<file path="src/hdl/onts_pkg.sv">
// ----------------------------------------------------------------------------
// onts_pkg
// Shared types, constants and helpers for the ordered name table.
// ----------------------------------------------------------------------------
`default_nettype none

package onts_pkg;

   localparam int DEPTH      = 63;
   localparam int NAME_BYTES = 24;
   localparam int NAME_W     = NAME_BYTES * 8;
   localparam int NUM_W      = 64;
   localparam int IDX_W      = $clog2(DEPTH);
   localparam int CNT_W      = $clog2(DEPTH + 1);
   localparam int PLEN_W     = 5;

   typedef enum logic [1:0] {
      KIND_ADD    = 2'd0,
      KIND_DELETE = 2'd1,
      KIND_FIND   = 2'd2,
      KIND_NONE   = 2'd3
   } kind_type;

   typedef enum logic [1:0] {
      STATUS_DONE  = 2'd0,
      STATUS_MATCH = 2'd1,
      STATUS_FULL  = 2'd2,
      STATUS_MISS  = 2'd3
   } status_type;

   typedef enum logic [1:0] {
      ST_IDLE,
      ST_SCAN,
      ST_FINISH
   } state_type;

   // name byte 0 sits in bits 7:0
   typedef struct packed {
      logic [NAME_W-1:0] name;
      logic [NUM_W-1:0]  number;
   } entry_type;

   typedef struct packed {
      logic take_next;
      logic load_new;
   } cell_ctl_type;

   // clear every byte after the first zero byte; byte 23 is always cleared
   function automatic logic [NAME_W-1:0] normalize(input logic [NAME_W-1:0] raw);
      logic [NAME_W-1:0] w;
      logic              ended;
      w     = raw;
      ended = 1'b0;
      for (int k = 0; k < NAME_BYTES; k++) begin
         if (k == NAME_BYTES - 1 || raw[8*k +: 8] == 8'd0) begin
            ended = 1'b1;
         end
         if (ended) begin
            w[8*k +: 8] = 8'd0;
         end
      end
      return w;
   endfunction

endpackage

`default_nettype wire

</file>
<file path="src/hdl/onts_cell.sv">
// ----------------------------------------------------------------------------
// onts_cell
// One table slot: holds an entry, takes its neighbor's entry or a new one.
// ----------------------------------------------------------------------------
`default_nettype none

module onts_cell (
   input  wire                         clock,
   input  wire onts_pkg::cell_ctl_type ctl,
   input  wire onts_pkg::entry_type    next_entry,
   input  wire onts_pkg::entry_type    new_entry,
   output onts_pkg::entry_type         entry_q
);

   onts_pkg::entry_type entry_ff;
   onts_pkg::entry_type entry_in;

   always_comb begin
      entry_in = entry_ff;
      if (ctl.load_new) begin
         entry_in = new_entry;
      end else if (ctl.take_next) begin
         entry_in = next_entry;
      end
   end

   always_ff @(posedge clock) begin
      entry_ff <= entry_in;
   end

   assign entry_q = entry_ff;

endmodule

`default_nettype wire

</file>
<file path="config.mk">
export PLATFORM = sky130hd
export DESIGN_NAME = onts_cell
export DESIGN_NICKNAME = d
export VERILOG_FILES = /design/src/hdl/onts_pkg.sv /design/src/hdl/onts_cell.sv
export SDC_FILE = /design/constraint.sdc
export NUM_CORES = 1
export LEC_CHECK = 0
export BUFFER_PORTS_ARGS = -buffer_cell sky130_fd_sc_hd__clkbuf_2
export CELL_PAD_IN_SITES_DETAIL_PLACEMENT = 1
export CELL_PAD_IN_SITES_GLOBAL_PLACEMENT = 1
export CORE_AREA = 5 5 301 303
export DETAILED_ROUTE_END_ITERATION = 10
export DIE_AREA = 0 0 306 308
export PLACE_DENSITY_LB_ADDON = 0.08
export SLEW_MARGIN = 20
export SYNTH_ARGS = -nofsm -noshare
export SYNTH_HDL_FRONTEND = slang
export SYNTH_SLANG_ARGS = --single-unit
</file>
<file path="constraint.sdc">
create_clock -name clock -period 7 [get_ports clock]
set_input_delay 1.4 -clock clock [delete_from_list [all_inputs] [get_ports clock]]
set_output_delay 1.4 -clock clock [all_outputs]
set_load 0.02 [all_outputs]
</file>
==> run metrics <==
post-placement cell area 16800 um2; Final Cell Area approximately 18000 um2; TritonCTS clock tree done; routed length per instance just over 20 um; net switching component of the power approximately 1.3 mW; critical path capture point type flip-flop; total count of hold-check failures in the final report 0; first-pass iteration count of the detailed router 4; total clock sinks roughly 260; DIE HEIGHT roughly 300 um; routability congestion estimate from global placement 0.732; headroom to the max-slew limit ~36%; horizontal extent of the die just over 300 um; final wirelength roughly 52000 um; final number of setup-violating endpoints 0; GRT Resource Usage Total 10.4%; Mapped Nets between 1000 and 1500; num rows around 110; cell-by-cell trace of the critical path buf_8 -> or2_4 -> buf_12; Final Non-Filler Cells ~2500; via count about 8000; critical path type primary input to flip-flop; Final Net Count between 1500 and 2000; cell class contributing the biggest share of worst-path delay buffers and inverters; fin crit period between 3 and 4 ns; maximum number of pins on one net before global-route repair ~130; Mapped Cells 542; core region area between 80000 and 90000 um2; wire length of the first global-routing pass between 70000 and 80000 um; number of clock buffers inserted by TritonCTS 38; maximum vdd ir drop 0.000130 V; Critical Path Max Stage Delay 0.57 ns; buffers added on ports just under 800; worst setup slack after layout between 3 and 4 ns; Detailed Route Iter0 Violations 349; Max Cap Viol 0; startpoint class of the critical path primary input; # DRC 0; Clock Pin Slew Worst Setup and Hold Paths roughly 0.05 ns; initial core utilization a little over an eighth; portion of synthesized cell area occupied by the leading cell type approximately two thirds; class of the tightest hold or removal check primary input to flip-flop; CTS HTree Levels 2; Top-Level Pins between 700 and 800; number of distinct library cells after synthesis 8; Clock Root Buffer sky130_fd_sc_hd__clkbuf_16; number of setup buffers added after CTS 0; worst path buffer plus inverter count 2; floorplan die area ~94000 um2; P&R area growth vs syn 52.7%; YS warnings 0; final total power 4.64 mW; footprint of the multi-input gates 3750 um2; synthesized flop and latch total 256; critical path arrival about 3.2 ns; # fillers approximately 10000; sequential cell area 7690 um2; grt total ovfl 0; cell count after placement between 2000 and 2500; library cell occupying the most area in the post-synthesis netlist sky130_fd_sc_hd__edfxtp_1; most used cells in the layout excluding fill and tap cells sky130_fd_sc_hd__clkbuf_2 (769), sky130_fd_sc_hd__edfxtp_1 (256), sky130_fd_sc_hd__mux2_4 (229); critical-path cell with the highest stage delay sky130_fd_sc_hd__or2_4; share of cells above drive strength 1 about four fifths; internal portion of total power approximately 3.4 mW; sequential-to-total area share from yosys stat about two thirds; Post-Synthesis Mean Instance Area between 20 and 25 um2; worst setup timing slack at the placement stage between 3 and 4 ns; final slew viol count 0; Sequential Power Share about two fifths; transition time at the pin with the least slew margin ~0.96 ns; number of gates given a new drive strength after cts 0; fraction of power spent switching nets a little over a quarter; Fmax ~0.33 GHz; most area-consuming cells after synthesis sky130_fd_sc_hd__edfxtp_1 (65%), sky130_fd_sc_hd__mux2_4 (29%), sky130_fd_sc_hd__mux2_2 (2.6%), sky130_fd_sc_hd__buf_6 (1.4%), sky130_fd_sc_hd__buf_8 (1.4%); setup repair after global routing missed its margin no; leading cell type in the layout, fill and taps excluded sky130_fd_sc_hd__clkbuf_2; clock tree buffer depth 3; maximum fanout count along the critical path between 100 and 150; number of vias per cell approximately 3.2; clock power share roughly 40%; number of flip-flops in the largest register about 260; Crit path required time between 7 and 8 ns; outcome finished, final reports clean; antenna-violating nets left 0; Post-CTS Hold Fix Bufs 0; antenna violations before repair 15; number of global-route vias before repair 9218; worst hold slack about 1.1 ns; half-perimeter wire length of the detailed placement result 41500 um; fraction of the cycle the final worst path needs approximately 44%; leakage component of the power ~8.4 nW; power density cells roughly 260 nW/um2; TNS Setup 0 ns; Comb power frac roughly 19%; Core Util, Final 20.6%; synthesized cell area between 10000 and 15000 um2
## power groups by stage
stage | registers [mW] | logic (mW) | clock network, mW
finish | 1.93 | 0.857 | 1.85
floorplan | 2.19 | 0.255 | 0
detailed placement | 1.97 | 0.887 | 0
global placement | 1.96 | 0.889 | 0
CTS | 1.94 | 0.889 | 1.98
global route | 1.95 | 0.917 | 2.03
## routing by layer
layer | vias to the layer above | global-route usage, % | wire length, um
li1 | 3735 | - | -
met1 | 3883 | 9.91 | 17500
met2 | 471 | 19.3 | 27100
met3 | 77 | 5.93 | 6400
met4 | 14 | 2.87 | 1320
met5 | - | 0 | 86
## cells in the mapped netlist
| library cell | instances |
|---|---|
| sky130_fd_sc_hd__buf_12 | 1 |
| sky130_fd_sc_hd__or2_2 | 1 |
| sky130_fd_sc_hd__mux2_2 | 27 |
| sky130_fd_sc_hd__buf_6 | 15 |
| sky130_fd_sc_hd__mux2_4 | 229 |
| sky130_fd_sc_hd__edfxtp_1 | 256 |
| sky130_fd_sc_hd__buf_2 | 2 |
| sky130_fd_sc_hd__buf_8 | 11 |
## logic make-up after synthesis
| group | share of synthesized area (%) |
|---|---|
| buffers and inverters | 3.09 |
| flip-flops | 65.1 |
| multiplexers | 31.7 |
| AND/OR/NAND/NOR | 0.0531 |
## worst paths after layout
path                  depth (start not counted)  slack [ns]          end          start
worst min-delay path                          2        1.15  entry_q[36]  new_entry[36]
worst max-delay path                          3        3.95  entry_q[23]         ctl[0]
## cell type report
type,instances,share of cell area (%)
Antenna cell,11,0.153
Clock buffer,49,5.51
Clock inverter,16,0.930
Multi-Input combinational cell,257,20.8
Sequential cell,256,42.7
Tap cell,1165,8.09
Timing Repair Buffer,775,21.9
(Power assumes the default switching activity.)
