**config.mk**
```make
export PLATFORM = sky130hd
export DESIGN_NAME = onts_match
export DESIGN_NICKNAME = d
export VERILOG_FILES = /design/src/hdl/onts_pkg.sv /design/src/hdl/onts_match.sv
export SDC_FILE = /design/constraint.sdc
export NUM_CORES = 1
export LEC_CHECK = 0
export BUFFER_PORTS_ARGS = -buffer_cell sky130_fd_sc_hd__buf_2
export CORE_AREA = 4 4 149 151
export DETAILED_ROUTE_END_ITERATION = 16
export DIE_AREA = 0 0 153 155
export PLACE_DENSITY = 0.48
export SLEW_MARGIN = 15
export SYNTH_ARGS = -nofsm -noshare
export SYNTH_HDL_FRONTEND = slang
export SYNTH_SLANG_ARGS = --single-unit
```
**constraint.sdc**
```tcl
create_clock -name vclk -period 3.3
set_clock_uncertainty 0.15 [all_clocks]
set_input_delay 0.66 -clock vclk [all_inputs]
set_output_delay 0.66 -clock vclk [all_outputs]
set_load 0.02 [all_outputs]
```
**src/hdl/onts_pkg.sv**
```systemverilog
// ----------------------------------------------------------------------------
// onts_pkg
// Shared types, constants and helpers for the ordered name table.
// ----------------------------------------------------------------------------
`default_nettype none

package onts_pkg;

   localparam int DEPTH      = 63;
   localparam int NAME_BYTES = 24;
   localparam int NAME_W     = NAME_BYTES * 8;
   localparam int NUM_W      = 64;
   localparam int IDX_W      = $clog2(DEPTH);
   localparam int CNT_W      = $clog2(DEPTH + 1);
   localparam int PLEN_W     = 5;

   typedef enum logic [1:0] {
      KIND_ADD    = 2'd0,
      KIND_DELETE = 2'd1,
      KIND_FIND   = 2'd2,
      KIND_NONE   = 2'd3
   } kind_type;

   typedef enum logic [1:0] {
      STATUS_DONE  = 2'd0,
      STATUS_MATCH = 2'd1,
      STATUS_FULL  = 2'd2,
      STATUS_MISS  = 2'd3
   } status_type;

   typedef enum logic [1:0] {
      ST_IDLE,
      ST_SCAN,
      ST_FINISH
   } state_type;

   // name byte 0 sits in bits 7:0
   typedef struct packed {
      logic [NAME_W-1:0] name;
      logic [NUM_W-1:0]  number;
   } entry_type;

   typedef struct packed {
      logic take_next;
      logic load_new;
   } cell_ctl_type;

   // clear every byte after the first zero byte; byte 23 is always cleared
   function automatic logic [NAME_W-1:0] normalize(input logic [NAME_W-1:0] raw);
      logic [NAME_W-1:0] w;
      logic              ended;
      w     = raw;
      ended = 1'b0;
      for (int k = 0; k < NAME_BYTES; k++) begin
         if (k == NAME_BYTES - 1 || raw[8*k +: 8] == 8'd0) begin
            ended = 1'b1;
         end
         if (ended) begin
            w[8*k +: 8] = 8'd0;
         end
      end
      return w;
   endfunction

endpackage

`default_nettype wire

```
**src/hdl/onts_match.sv**
```systemverilog
// ----------------------------------------------------------------------------
// onts_match
// Compares the entry at the head of the chain with the search key.
// ----------------------------------------------------------------------------
`default_nettype none

module onts_match (
   input  wire [onts_pkg::NAME_W-1:0] head_name,
   input  wire [onts_pkg::NAME_W-1:0] key_name,
   input  wire [onts_pkg::PLEN_W-1:0] prefix_len,
   output logic                       prefix_hit,
   output logic                       exact_hit
);

   always_comb begin
      prefix_hit = 1'b1;
      for (int k = 0; k < onts_pkg::NAME_BYTES; k++) begin
         // a length above the name size just compares all bytes
         if (onts_pkg::PLEN_W'(k) < prefix_len &&
             head_name[8*k +: 8] != key_name[8*k +: 8]) begin
            prefix_hit = 1'b0;
         end
      end
   end

   assign exact_hit = (head_name == key_name);

endmodule

`default_nettype wire

```
==> results of run 1 <==
-- final timing paths --
path                 startpoint  slack (ns)  depth (start not counted)         end
setup / recovery   key_name[89]       -0.29                         10  prefix_hit
hold / removal    prefix_len[3]        1.66                          3  prefix_hit
-- metrics by stage --
stage | util [%] | hold WS [ns] | cell area [um2]
after floorplan | - | 1.38 | 2420
after global placement | 23.9 | 1.67 | 4980
after detailed placement | 23.9 | 1.68 | 4980
after CTS | 24.8 | 1.68 | 5170
after global routing | 24.9 | 1.69 | 5190
final | 24.9 | 1.66 | 5190
-- power by group through the flow --
stage	clock, mW	sequential (mW)	combinational, mW
2_1_floorplan	0	0	0.213
3_3_place_gp	0	0	0.548
3_5_place_dp	0	0	0.553
4_1_cts	0	0	0.576
5_1_grt	0	0	0.629
6_report	0	0	0.571
-- cells in the mapped netlist, drive strengths merged --
library cell,n
a2111oi,1
a211o,1
a21boi,1
a21o,2
a21oi,7
a221o,1
a221oi,1
a31oi,1
and4bb,1
clkbuf,4
inv,2
nand2,17
nand2b,1
nand3,3
nand4,25
nor2,5
nor3,7
nor4,28
o2111ai,1
o211ai,1
o21ai,6
o221ai,1
o22ai,3
o31a,1
o31ai,1
or3,1
or4,1
xnor2,88
xor2,104
-- layout make-up --
cell class                 instances  area [um2]
fill                            2336       15600
inverter                           2        7.51
multi-input combinational        310        2550
tap                              275         344
timing repair buffer             429        2290
-- critical path: cells and delay by family --
kind | cells | cell delay (ns)
AND/OR/NAND/NOR | 2 | 0.46
buffers and inverters | 4 | 0.63
AO/OA/AOI/OAI | 3 | 0.86
XOR/XNOR | 1 | 0.16
-- layer usage --
metal  up-vias  part of all wire (%)  wire length [um]  GRT usage (%)
met5         -                     0                 0              0
met4         0                  0.70               102          0.679
met3         4                   8.4              1230           1.92
met2       217                    55              8090           23.2
met1      1596                    35              5170           11.7
li1       1961                     -                 -              -
-- cells by family (layout without fill, tap and decap cells) --
logic type                Yosys count  after routing  synth area share (%)
xor gates and xnor gates          192            192                  69.9
buffers and inverters               6            431                 0.936
AOI/OAI and AO/OA                  29             29                  8.17
and+or+nand+nor                    89             89                  21.0
-- what timing repair did --
item | 4_1_cts | 5_1_grt
endpoints found under the hold margin | 0 | 0
resized for setup | 30 | 6
pin swaps | 18 | 3
setup buffers | 3 | 0
endpoints found under the setup margin | 2 | 2
==> summary.md, run 1 <==
| Metric | Value |
|---|---|
| Status | `finished, violations left` |
| Failing checks | `setup timing` |
| Antenna-violating nets left | `0` |
| Crit path largest cell delay | `0.45 ns` |
| Area leader, netlist | `xor2_1` |
| Number of global-route vias before repair | `just over 4000` |
| Die Span Y | `155 um` |
| Post-DP HPWL | `13.8 mm` |
| Worst-Margin Slew | `0.431 ns` |
| Critical path arrival | `2.78 ns` |
| NumNets Final | `around 1100` |
| Slew HR | `71.1%` |
| Net Sw Power | `approximately 240 uW` |
| Share of the synthesized area in the top cell type | `a little under two fifths` |
| DR vias | `3778` |
| # rows | `between 50 and 60` |
| GP Congestion | `0.843` |
| Core area | `~0.021 mm2` |
| WS Path Type | `primary input to primary output` |
| Fin crit period | `approximately 3.6 ns` |
| Max Slew Vio Count | `0` |
| Syn avg cell area | `7.61 um2` |
| Post-layout worst setup margin | `-0.291 ns` |
| Final Hold Vio Count | `0` |
| Logic pwr share | `100.0%` |
| RSZ-0062 raised after global routing | `true` |
| Drt wl/cell | `14.4 um` |
| Pre-CTS setup slack | `-0.658 ns` |
| Fmax | `278 MHz` |
| Sw Ratio | `41.8%` |
| Layout cells sized above 1 | `between 60% and 70%` |
| Cell count after synthesis | `316` |
| Internal | `around 330 uW` |
| Setup tns final | `-0.545 ns` |
| Worst path most repeated cell | `buf_4` |
| CP Max Fanout | `2` |
| Maxcap violations | `0` |
| Reg power frac | `0%` |
| Pleak | `roughly 2.5 nW` |
| CP startpoint kind | `primary input` |
| Cell area after synthesis | `0.00240 mm2` |
| Area of the die | `around 0.024 mm2` |
| I/O Pins | `391` |
| Synth top area cells | `xor2_1, xnor2_1, nor4_1` |
| Sequential area share after synthesis | `0%` |
| Clock buffers | `0` |
| Clock power frac | `0%` |
| Critical path required time | `2.49 ns` |
| Drt total wl | `14.6 mm` |
| First-pass GRT wire length | `20.8 mm` |
| DRC | `0` |
| Ys Warns | `0` |
| Hold Path Class | `primary input to primary output` |
| Most common cell after layout, fill and taps aside | `buf_2` |
| Port bufs | `slightly below 400` |
| VDD IR-drop max | `35.0 uV` |
| Hold buffers post-CTS | `0` |
| Largest net degree at the start of global routing | `10` |
| 1st-pass router iterations | `4` |
| Crit-path slowest cell | `a2111oi_4` |
| Setup violations, final | `2` |
| Ant diodes | `0` |
| Yosys cell types | `30` |
| P per Cell Area | `110 mW/mm2` |
| Placed cell count | `1015` |
| Total track usage | `approximately 11%` |
| CP Cell Sequence | `buf_2 > xor2_1 > nor4_2 > buf_4 > nand2_1 > buf_4 > a221oi_2 > o211ai_1 > a2111oi_4 > buf_4` |
| Initial antenna violation count | `0` |
| Post-Syn Nets | `a little over 700` |
| Seq cells | `0` |
| Vias per cell | `3.72` |
| Grt ovf | `0` |
| Crit end category | `primary output` |
| Most frequent cells in the layout | `buf_2, xor2_1, xnor2_1, buf_4, nand4_1` |
| Starting density of the core | `between 10% and 20%` |
| Final worst-path cycle share | `109%` |
| Tot Pwr | `around 570 uW` |
| Non-filler cells, final | `1016` |
| Layout area overhead | `116%` |
| Seq. cell area | `0 um2` |
| Die width | `153 um` |
| Initial DRC count | `94` |
Note: power is estimated with default switching activity, not from simulation.
==> inputs of run 2 (changes only) <==
Settings changed: PLACE_DENSITY 0.48 to not set.
==> run 2 against run 1 <==
  * Total power shrank 1.9%
  * The flow still finishes with violations (setup timing)
  * Largest cell class unchanged
  * Worst setup slack gained 0.12 ns
  * Die area is the same
  * Wire length shrank 3.5%
  * Design area shrank 0.36%
  * Sequential cell count is the same
  * Fmax grew 3.5%
==> summary.md, run 2 (synthesized netlist as in run 1, its figures left out) <==
| Metric | Value |
|---|---|
| First-pass GRT wire length | `19.6 mm (was 20.8 mm)` |
| Maxcap violations | `0 (unchanged)` |
| RSZ-0062 raised after global routing | `true (unchanged)` |
| Slew HR | `70.5% (was 71.1%)` |
| Critical path depth | `10 (unchanged)` |
| Total track usage | `10.2% (was 11.0%)` |
| Drt total wl | `14.1 mm (was 14.6 mm)` |
| Most common cell after layout, fill and taps aside | `buf_2 (unchanged)` |
| Hold Path Class | `primary input to primary output (unchanged)` |
| Drt wl/cell | `13.9 um (was 14.4 um)` |
| Metal3 WL | `1.16 mm (was 1.23 mm)` |
| Pleak | `2.51 nW (was 2.52 nW)` |
| Core Util, Final | `24.8% (was 24.9%)` |
| Crit. Startpoint | `key_name[1] (was key_name[89])` |
| Crit-path slowest cell | `a2111oi_4 (unchanged)` |
| Critical path arrival | `2.66 ns (was 2.78 ns)` |
| VDD IR-drop max | `43.1 uV (was 35.0 uV)` |
| Worst-Margin Slew | `0.438 ns (was 0.431 ns)` |
| Seq cells | `0 (unchanged)` |
| Worst path top cell family by delay | `simple AND/OR/NAND/NOR gates (was compound AO/OA/AOI/OAI gates)` |
| Top routing layer used | `met4 (unchanged)` |
| Placed cell count | `1011 (was 1015)` |
| Core area | `0.0208 mm2 (unchanged)` |
| DRC | `0 (unchanged)` |
| CP Cell Sequence | `buf_2 > xor2_1 > nor4_1 > buf_4 > nand4_1 > nand2b_4 > o21ai_0 > o2111ai_2 > a2111oi_4 > buf_4 (was buf_2 > xor2_1 > nor4_2 > buf_4 > nand2_1 > buf_4 > a221oi_2 > o211ai_1 > a2111oi_4 > buf_4)` |
| Final worst-path cycle share | `105% (was 109%)` |
| Fillers | `2274 (was 2336)` |
| Initial antenna violation count | `2 (was 0)` |
| CP startpoint kind | `primary input (unchanged)` |
| Starting density of the core | `11.5% (unchanged)` |
| GP Congestion | `0.824 (was 0.843)` |
| Setup violations, final | `1 (was 2)` |
| Worst Path Buf+Inv | `3 (was 4)` |
| Grt ovf | `0 (unchanged)` |
| Critical path required time | `2.49 ns (about the same)` |
| Status | `finished, violations left (unchanged)` |
| Layout area overhead | `115% (was 116%)` |
| CP Max Fanout | `4 (was 2)` |
| Die Span Y | `155 um (unchanged)` |
| Failing checks | `setup timing (unchanged)` |
| Setup tns final | `-0.170 ns (was -0.545 ns)` |
| Pre-CTS setup slack | `-0.517 ns (was -0.658 ns)` |
| Most frequent cells in the layout | `buf_2, xor2_1, xnor2_1, buf_4, nand4_1 (unchanged)` |
| # rows | `53 (unchanged)` |
| Initial DRC count | `83 (was 94)` |
| Number of global-route vias before repair | `4022 (was 4111)` |
| Footprint of the multi-input gates | `0.00254 mm2 (was 0.00255 mm2)` |
| WS Path Type | `primary input to primary output (unchanged)` |
| Worst path most repeated cell | `buf_4 (unchanged)` |
| Antenna-violating nets left | `0 (unchanged)` |
| Post-DP HPWL | `13.3 mm (was 13.8 mm)` |
| DR vias | `3821 (was 3778)` |
| CP endpoint | `prefix_hit (unchanged)` |
| NumNets Final | `1130 (was 1132)` |
| Post-layout worst setup margin | `-0.170 ns (was -0.291 ns)` |
| Hold buffers post-CTS | `0 (unchanged)` |
| Seq. cell area | `0 um2 (unchanged)` |
| Final Hold Vio Count | `0 (unchanged)` |
| Layout cells sized above 1 | `61.6% (was 61.5%)` |
| Met2 routed WL | `7.76 mm (was 8.09 mm)` |
| Fin crit period | `3.47 ns (was 3.59 ns)` |
| Crit path largest cell delay | `0.29 ns (was 0.45 ns)` |
| Non-filler cells, final | `1016 (unchanged)` |
| Area of the die | `0.0237 mm2 (unchanged)` |
| Port bufs | `391 (unchanged)` |
| 1st-pass router iterations | `4 (unchanged)` |
| P per Cell Area | `108 mW/mm2 (was 110 mW/mm2)` |
| Largest net degree at the start of global routing | `13 (was 10)` |
| Crit end category | `primary output (unchanged)` |
| I/O Pins | `391 (unchanged)` |
| Clock buffers | `0 (unchanged)` |
| Vias per cell | `3.76 (was 3.72)` |
| Fmax | `288 MHz (was 278 MHz)` |
| Max Slew Vio Count | `0 (unchanged)` |
| Die width | `153 um (unchanged)` |
| M1 WL | `5.06 mm (was 5.17 mm)` |
## run 2: final cells by class
class              instances  share of cell area [%]
well taps                275                    6.65
repair buffers           427                    44.0
inverters                  2                   0.145
diodes                     2                  0.0968
multi-input cells        310                    49.2
## run 2: worst min path at each step
stage | from | end | depth (start not counted)
4_1_cts | prefix_len[3] | prefix_hit | 3
5_1_grt | prefix_len[3] | prefix_hit | 3
3_5_place_dp | prefix_len[3] | prefix_hit | 3
3_3_place_gp | prefix_len[3] | prefix_hit | 3
6_report | prefix_len[3] | prefix_hit | 3
2_1_floorplan | prefix_len[4] | prefix_hit | 3
## run 2: report_power, final
part             total [mW]  switching [mW]  internal (mW)  leakage (nW)
combinational         0.560           0.232          0.328          2.51
clock          0.0000000813               0   0.0000000812     0.0000127
sequential                0               0              0             0
## run 2: tightest hold or removal path: cells and delay by family
| family | cells | cell delay [ns] |
|---|---|---|
| buf+inv | 2 | 0.36 |
| compound gates | 1 | 0.09 |
## run 2: repair_timing
action	CTS	global route
endpoints found under the setup margin	2	2
resized for setup	27	8
pin swaps	19	11
buffers inserted	1	2
## run 2: stage by stage
| step | hold WS, ns | cell area (um2) | power, mW |
|---|---|---|---|
| after global placement | 1.64 | 4950 | 0.535 |
| after CTS | 1.63 | 5110 | 0.563 |
| after floorplan | 1.38 | 2420 | 0.213 |
| final | 1.62 | 5170 | 0.560 |
| after detailed placement | 1.64 | 4950 | 0.543 |
| after global routing | 1.65 | 5170 | 0.616 |
## run 2: routing by layer
| layer | vias up | GRT usage (%) |
|---|---|---|
| met5 | - | 0 |
| li1 | 1961 | - |
| met3 | 8 | 1.86 |
| met4 | 0 | 1.40 |
| met1 | 1639 | 11.1 |
| met2 | 213 | 20.9 |
